$ cat config.mk
export PLATFORM = sky130hd
export DESIGN_NAME = snd_final
export DESIGN_NICKNAME = d
export VERILOG_FILES = /design/src/rtl/snd_pkg.sv /design/src/rtl/snd_final.sv
export SDC_FILE = /design/constraint.sdc
export NUM_CORES = 1
export LEC_CHECK = 0
export BUFFER_PORTS_ARGS = -buffer_cell sky130_fd_sc_hd__buf_2
export CORE_MARGIN = 2
export CORE_UTILIZATION = 60
export CTS_CLUSTER_SIZE = 16
export DETAILED_ROUTE_END_ITERATION = 16
export GPL_TIMING_DRIVEN = 0
export PLACE_DENSITY = 0.92
export SLEW_MARGIN = 5
export SYNTH_ARGS = -nofsm -noshare
export SYNTH_HDL_FRONTEND = slang
export SYNTH_SLANG_ARGS = --single-unit
$ cat constraint.sdc
create_clock -name clk -period 7.3 [get_ports clk]
set_input_delay 0.73 -clock clk [delete_from_list [all_inputs] [get_ports clk]]
set_output_delay 0.73 -clock clk [all_outputs]
set_load 0.1 [all_outputs]
$ cat src/rtl/snd_pkg.sv
// Shared types, constants and arithmetic helpers for the 2D simplex noise block.
`timescale 1ns / 1ps
`default_nettype none
package snd_pkg;

  localparam int unsigned CfgAddrW = 3;
  localparam int unsigned Latency  = 21;

  typedef enum logic [0:0] {
    REG_FREQUENCY = 1'b0
  } cfg_reg_t;

  localparam logic signed [31:0] FREQ_RESET = 32'sd1310720;

  localparam logic signed [23:0] K_F2    = 24'sd6140887;
  localparam logic signed [22:0] K_G2    = 23'sd3545443;
  localparam logic signed [47:0] Q24_ONE = 48'sd16777216;
  localparam logic signed [50:0] M48_TOP = 51'sd140737488355328;

  localparam logic [17:0] MOD_OFS = 18'd131206;
  localparam logic [15:0] INV289  = 16'd58052;
  localparam logic [10:0] INV41   = 11'd1598;

  localparam logic signed [33:0] Z_MIN = -34'sd10747904;
  localparam logic signed [33:0] Z_MAX = 34'sd10747903;
  localparam logic [24:0] Z_OFS   = 25'd10747904;
  localparam logic [24:0] INV82   = 25'd26188825;
  localparam logic [18:0] OUT_OFS = 19'd131072;

  typedef struct packed {
    logic [8:0]         hash;
    logic signed [47:0] dx;
    logic signed [47:0] dy;
  } corner_t;

  typedef logic signed [7:0] grad_tab_t [0:40];
  typedef logic [24:0]       norm_tab_t [0:40];

  function automatic grad_tab_t calc_a_tab();
    grad_tab_t tab;
    int x82;
    int t;
    int ox;
    for (int r = 0; r < 41; r++) begin
      x82 = 4 * r - 82;
      t   = 4 * r - 41;
      ox  = (t < 0) ? -1 : ((t >= 82) ? 1 : 0);
      tab[r] = 8'(x82 - 82 * ox);
    end
    return tab;
  endfunction

  function automatic grad_tab_t calc_h_tab();
    grad_tab_t tab;
    int x82;
    for (int r = 0; r < 41; r++) begin
      x82 = 4 * r - 82;
      tab[r] = 8'(((x82 < 0) ? -x82 : x82) - 41);
    end
    return tab;
  endfunction

  function automatic norm_tab_t calc_norm_tab();
    norm_tab_t tab;
    longint x82;
    longint t;
    longint ox;
    longint a;
    longint h;
    for (int r = 0; r < 41; r++) begin
      x82 = 4 * r - 82;
      t   = 4 * r - 41;
      ox  = (t < 0) ? -1 : ((t >= 82) ? 1 : 0);
      a   = x82 - 82 * ox;
      h   = ((x82 < 0) ? -x82 : x82) - 41;
      tab[r] = 25'(64'sd30078913 - (64'sd14323292 * (a * a + h * h)) / 6724);
    end
    return tab;
  endfunction

  localparam grad_tab_t A_TAB    = calc_a_tab();
  localparam grad_tab_t H_TAB    = calc_h_tab();
  localparam norm_tab_t NORM_TAB = calc_norm_tab();

  // reciprocal estimate is exact or one low for w < 2^24
  function automatic logic [8:0] mod289(input logic [23:0] w);
    logic [39:0] prod;
    logic [15:0] q;
    logic [23:0] r;
    prod = 40'(w) * 40'(INV289);
    q    = prod[39:24];
    r    = w - 24'(25'(q) * 25'd289);
    return (r >= 24'd289) ? 9'(r - 24'd289) : 9'(r);
  endfunction

  function automatic logic [5:0] mod41(input logic [8:0] h);
    logic [19:0] prod;
    logic [3:0]  q;
    logic [8:0]  r;
    prod = 20'(h) * 20'(INV41);
    q    = prod[19:16];
    r    = h - 9'(10'(q) * 10'd41);
    return (r >= 9'd41) ? 6'(r - 9'd41) : 6'(r);
  endfunction

  // (34v + 1) * v, reduced mod 289 in the next stage
  function automatic logic [23:0] perm_pre(input logic [9:0] v);
    logic [15:0] a;
    a = 16'(v) * 16'd34 + 16'd1;
    return 24'(a) * 24'(v);
  endfunction

endpackage
`default_nettype wire

$ cat src/rtl/snd_final.sv
// Sum of corner contributions, scale by 130/82, saturation to Q2.16.
`timescale 1ns / 1ps
`default_nettype none
module snd_final (
  input  logic               clk,
  input  logic               rst_n,
  input  logic               in_vld,
  input  logic signed [55:0] c0,
  input  logic signed [55:0] c1,
  input  logic signed [55:0] c2,
  output logic               out_vld,
  output logic signed [17:0] noise
);

  logic [3:0] vld_r;

  logic signed [57:0] sum1_r;
  logic signed [41:0] t;
  logic signed [49:0] zp;
  logic signed [33:0] z2_r;
  logic signed [33:0] zc;
  logic [24:0]        u3_r;
  logic [49:0]        qp;
  logic [18:0]        q;
  logic signed [17:0] noise4_r;

  always_ff @(posedge clk) begin
    if (!rst_n) begin
      vld_r <= '0;
    end else begin
      vld_r <= {vld_r[2:0], in_vld};
    end
  end

  always_comb begin
    t  = sum1_r[57:16];
    zp = 50'(t) * 50'sd130;
    priority if (z2_r > snd_pkg::Z_MAX) begin
      zc = snd_pkg::Z_MAX;
    end else if (z2_r < snd_pkg::Z_MIN) begin
      zc = snd_pkg::Z_MIN;
    end else begin
      zc = z2_r;
    end
    qp = 50'(u3_r) * 50'(snd_pkg::INV82);
    q  = qp[49:31];
  end

  always_ff @(posedge clk) begin
    sum1_r   <= 58'(c0) + 58'(c1) + 58'(c2);
    z2_r     <= zp[49:16];
    u3_r     <= 25'(zc) + snd_pkg::Z_OFS;
    noise4_r <= 18'(q - snd_pkg::OUT_OFS);
  end

  assign out_vld = vld_r[3];
  assign noise   = noise4_r;

endmodule
`default_nettype wire

Yosys cells after proc, flatten, opt, wreduce, memory -nomap -nowiden:

Index checks and enable logic that the tools add are counted.

* flip-flop bits (word level): 139
* input bits: 171
* logic and storage cells: 15
* output and inout port bits: 19

* multipliers: 2
* $lt $le $gt $ge: 2
* add/subtract/negate cells: 4
* mux-type cells: 2

Operators by type and width (count)
* $add A57 B56 Y58: 1
* $add A56 B56 Y57: 1
* $mux W25: 2
* $mul A25 B25 Y49 const B: 1
* $mul A42 B8 Y49 const B: 1
* $gt A34 B25 Y1 const B: 1
* $lt A34 B25 Y1 const B: 1
* $add A25 B24 Y25 const B: 1
* $sub A18 B18 Y18 const B: 1

Logic depth before layout (Yosys ltp):

* depth in word-level cells: 4
* mapped depth: 23
* mapped depth without buffers: 23

Worst setup path before layout:

Ideal clock, no wire load.

* kind: register to register
* from: register u3_r[15]
* to: register noise4_r[16], in the netlist noise[16]
* data arrival time: 5973 ps
* required time: 7228 ps
* stages on the path, launching flop included: 23
* setup time: 72 ps
* period minus slack after synthesis: 6046 ps
* buffers on the path: 0
* slack: 1254 ps
* path through: dfxtp_1 -> fa_1 -> ha_1 -> inv_1 -> fa_1 -> inv_1 -> fa_1 -> fa_1 -> fa_1 -> inv_1 -> fa_1 -> inv_1 -> ha_1 -> a21o_1 -> a21o_1 -> a211o_1 -> a41oi_1 -> a21o_1 -> nand2_1 -> a21oi_1 -> o21bai_1 -> a41oi_1 -> xnor2_1

* cells in the longest elaborated chain, start to end: 2

Ends and longest elaborated chain
* start, declared: line snd_final.sv:22 `logic [24:0] u3_r;`
* start signal, assigned: line snd_final.sv:52 `u3_r <= 25'(zc) + snd_pkg::Z_OFS;`
* $mul A25 B25 Y49: line snd_final.sv:45 `qp = 50'(u3_r) * 50'(snd_pkg::INV82);`
* named net qp[47]: line snd_final.sv:23 `logic [49:0] qp;`
* $sub A18 B18 Y18: line snd_final.sv:53 `noise4_r <= 18'(q - snd_pkg::OUT_OFS);`
* end signal, assigned: line snd_final.sv:53
* end, declared: line snd_final.sv:25 `logic signed [17:0] noise4_r;`

The timed path passes the listed nets, and every way through them passes these cells.
A chain may end at the register's enable or synchronous reset.

Worst setup path in the final report:

* from: register u3_r[19]
* to: register noise4_r[16], in the netlist noise[16]

Same word-level chain as after synthesis.

==> impl_metrics.toml <==
[global_routing]
grt_use_met2_pct = 50.4
first_global_vias = 15400
grt.busiest_layer = "met2"
use_met3_pct = 3.99
grt_overflow = 0
use_met1_pct = 30.9
antenna_found_initial = 0
grt_pass1_wl_um = 71500
grtUsageTotal_pct = 27.4
grt_max_degree = 17

[clocking]
cts_buffers = 17
cts_root_buf = "clkbuf_16"
cts_hold_buf = 0
htreeDepth = 4
clock_sinks = 123
clk_latency_ps = 440
clk_pin_slew_worst_paths_ps = 70
cts_buffer_depth = 2
cts_tree = "built"

[run_status]
status = "finished, final reports clean"

[worst_setup_path]
r2r_slack_ps = 270
cp_max_fo = 8
endpoint_kind = "flip-flop"
path_class = "flip-flop to flip-flop"
startpoint = "u3_r[19]"
worstPathArrival_ps = 7410
timing.rr.start = "u3_r[19]"
r2r_cells = 22
cp-start-kind = "flip-flop"
cp.required_ps = 7680
worstReg2RegEnd = "noise[16]"

[sta]
setup_viol = 0
fmax_mhz = 142
fin_crit_ps = 7030
fin_tns_setup_ps = 0
whs_ps = 427
hold_viol_final = 0
rsz0062_at_grt = "false"
slew_headroom_pct = 25.8
fin_worst_skew_ps = 11.4
tightest_slew_ps = 1100
timing.final.max_slew_violations = 0
fin_crit_sh_pct = 96.3

[floorplanning]
dieArea_um2 = 32300
fp.dieH_um = 180
rows = 64
ioPinCount = 190
start_util_pct = 60.7
die_w_um = 180
core_um2 = 30500

[synthesis]
synth_nets = 2689
syn-cell-area_um2 = 18500
synth_area_per_cell_um2 = 10.1
synth-warning-count = 0
synth_edf_count = 0
synth_cell_types = 65
synth-main-ff-cell = "dfxtp_1"
ys_ff_latch = 123
synth_seq_area_share_pct = 13.3
synth_cells = 1831
async_flop_share_pct = 0

[drt]
ant_nets = 0
dr.pass1.iters = 8
drc = 0
viasPerCell = 5.76
vias = 14100
drt_iter0_drc = 766
wire_per_inst_um = 17.6
finalWirelength_um = 43100

[worst_hold_path]
worstHoldPathCells = 1
min_to = "u3_r[15]"
hp-start = "z2_r[15]"
hp-class = "flip-flop to flip-flop"

[flow_run]
cap_violations = 0

[finish]
nNetsFinal = 2897
layout_common_cells = "ha_1 (428), inv_1 (357), fa_1 (259)"
diodes = 0
drive_gt1_share_pct = 12.3
area_delta_synth_final_pct = 11.1
final_common_cell = "ha_1"

[place]
place_congestion = 0.951
port_buffers = 189
post-dp-hpwl_um = 36100
repair_timing:
| action | in CTS | in global routing |
|---|---|---|
| setup buffers | 0 | 0 |
| endpoints found under the setup margin | 0 | 7 |
| gates resized for setup | 0 | 8 |
synth_stat cells (4+ instances only):
master / count / area, µm²
a31oi_1: 15 / 93.8
and2_1: 5 / 31.3
o211ai_1: 6 / 45.0
a211oi_1: 7 / 52.6
fa_1: 259 / 5180
o31ai_1: 5 / 37.5
ha_1: 428 / 5360
clkbuf_1: 15 / 56.3
and3_1: 9 / 56.3
nor2_1: 58 / 218
xnor2_1: 62 / 543
nand2_1: 52 / 195
inv_1: 357 / 1340
nor4_1: 4 / 25.0
nand4_1: 30 / 188
or3_1: 4 / 25.0
o21a_1: 11 / 82.6
o21ai_0: 48 / 240
buf_2: 4 / 20.0
a21o_1: 77 / 578
nand3_1: 19 / 95.1
nor2b_1: 12 / 75.1
xor2_1: 31 / 272
nor3_1: 16 / 80.1
o21bai_1: 16 / 120
dfxtp_1: 123 / 2460
nand2b_1: 8 / 50.1
a21oi_1: 94 / 470
area by class of cell:
cell class | count | area (µm²)
Timing Repair Buffer | 189 | 946
Fill cell | 2212 | 9940
Buffer | 21 | 91.3
Multi-Input combinational cell | 1330 | 14600
Clock inverter | 15 | 175
Inverter | 357 | 1340
Clock buffer | 17 | 425
Sequential cell | 123 | 2470
Tap cell | 396 | 495
how the worst max path moves through the flow:
stage                      to  slack (ps)  depth (start not counted)
floorplan           noise[16]        1250                         22
global placement    noise[16]         210                         22
detailed placement  noise[16]         120                         22
CTS                 noise[16]          60                         22
global route        noise[16]          20                         22
finish              noise[16]         270                         22
logic make-up (layout without fill, tap and decap cells):
logic type      count (synthesis)  count (layout)  synth area share (%)
compound gates                317             317                  11.3
xor+xnor                       93              93                  4.40
fa+ha+maj                     687             687                  57.0
buf+inv                       378             599                  7.73
flops                         123             123                  13.3
mux                             1               1                0.0541
simple gates                  232             232                  6.26
stage by stage:
stage	cells	cell area, µm²	utilization, %	worst slack [ps]
floorplan	1831	18500	-	1250
global placement	2416	19900	65.4	207
detailed placement	2416	19900	65.4	117
CTS	2448	20500	67.3	55.1
global route	2448	20600	67.4	21.6
finish	2448	20600	67.4	272
routing by layer:
layer | vias up | share of wire, %
met5 | - | 0
met2 | 548 | 51
met1 | 6848 | 38
met4 | 0 | 5.0
li1 | 6573 | -
met3 | 138 | 6.0
flip-flops by register name, summed over array words and instances (netlist names):
register  flops
sum1_r       42
z2_r         34
u3_r         25
noise        18
vld_r         4
critical path, stage by stage, from the launching register on:
cell      delay, ps
dfxtp_1         840
fa_1            580
ha_1            300
inv_1            50
fa_1            520
inv_1            60
fa_1            470
fa_1            530
fa_1            560
inv_1            60
fa_1            530
inv_1            40
ha_1            200
a21o_1          180
a21o_1          200
a21oi_1         370
nor2b_1         120
o21ai_0         270
nand2_1         200
a21oi_1         270
o21bai_1        190
a41oi_1         300
xnor2_1         140
Power is left out: the tool's default activity adds up to more than one toggle a clock period on the data nets, which glitch-free logic cannot reach.
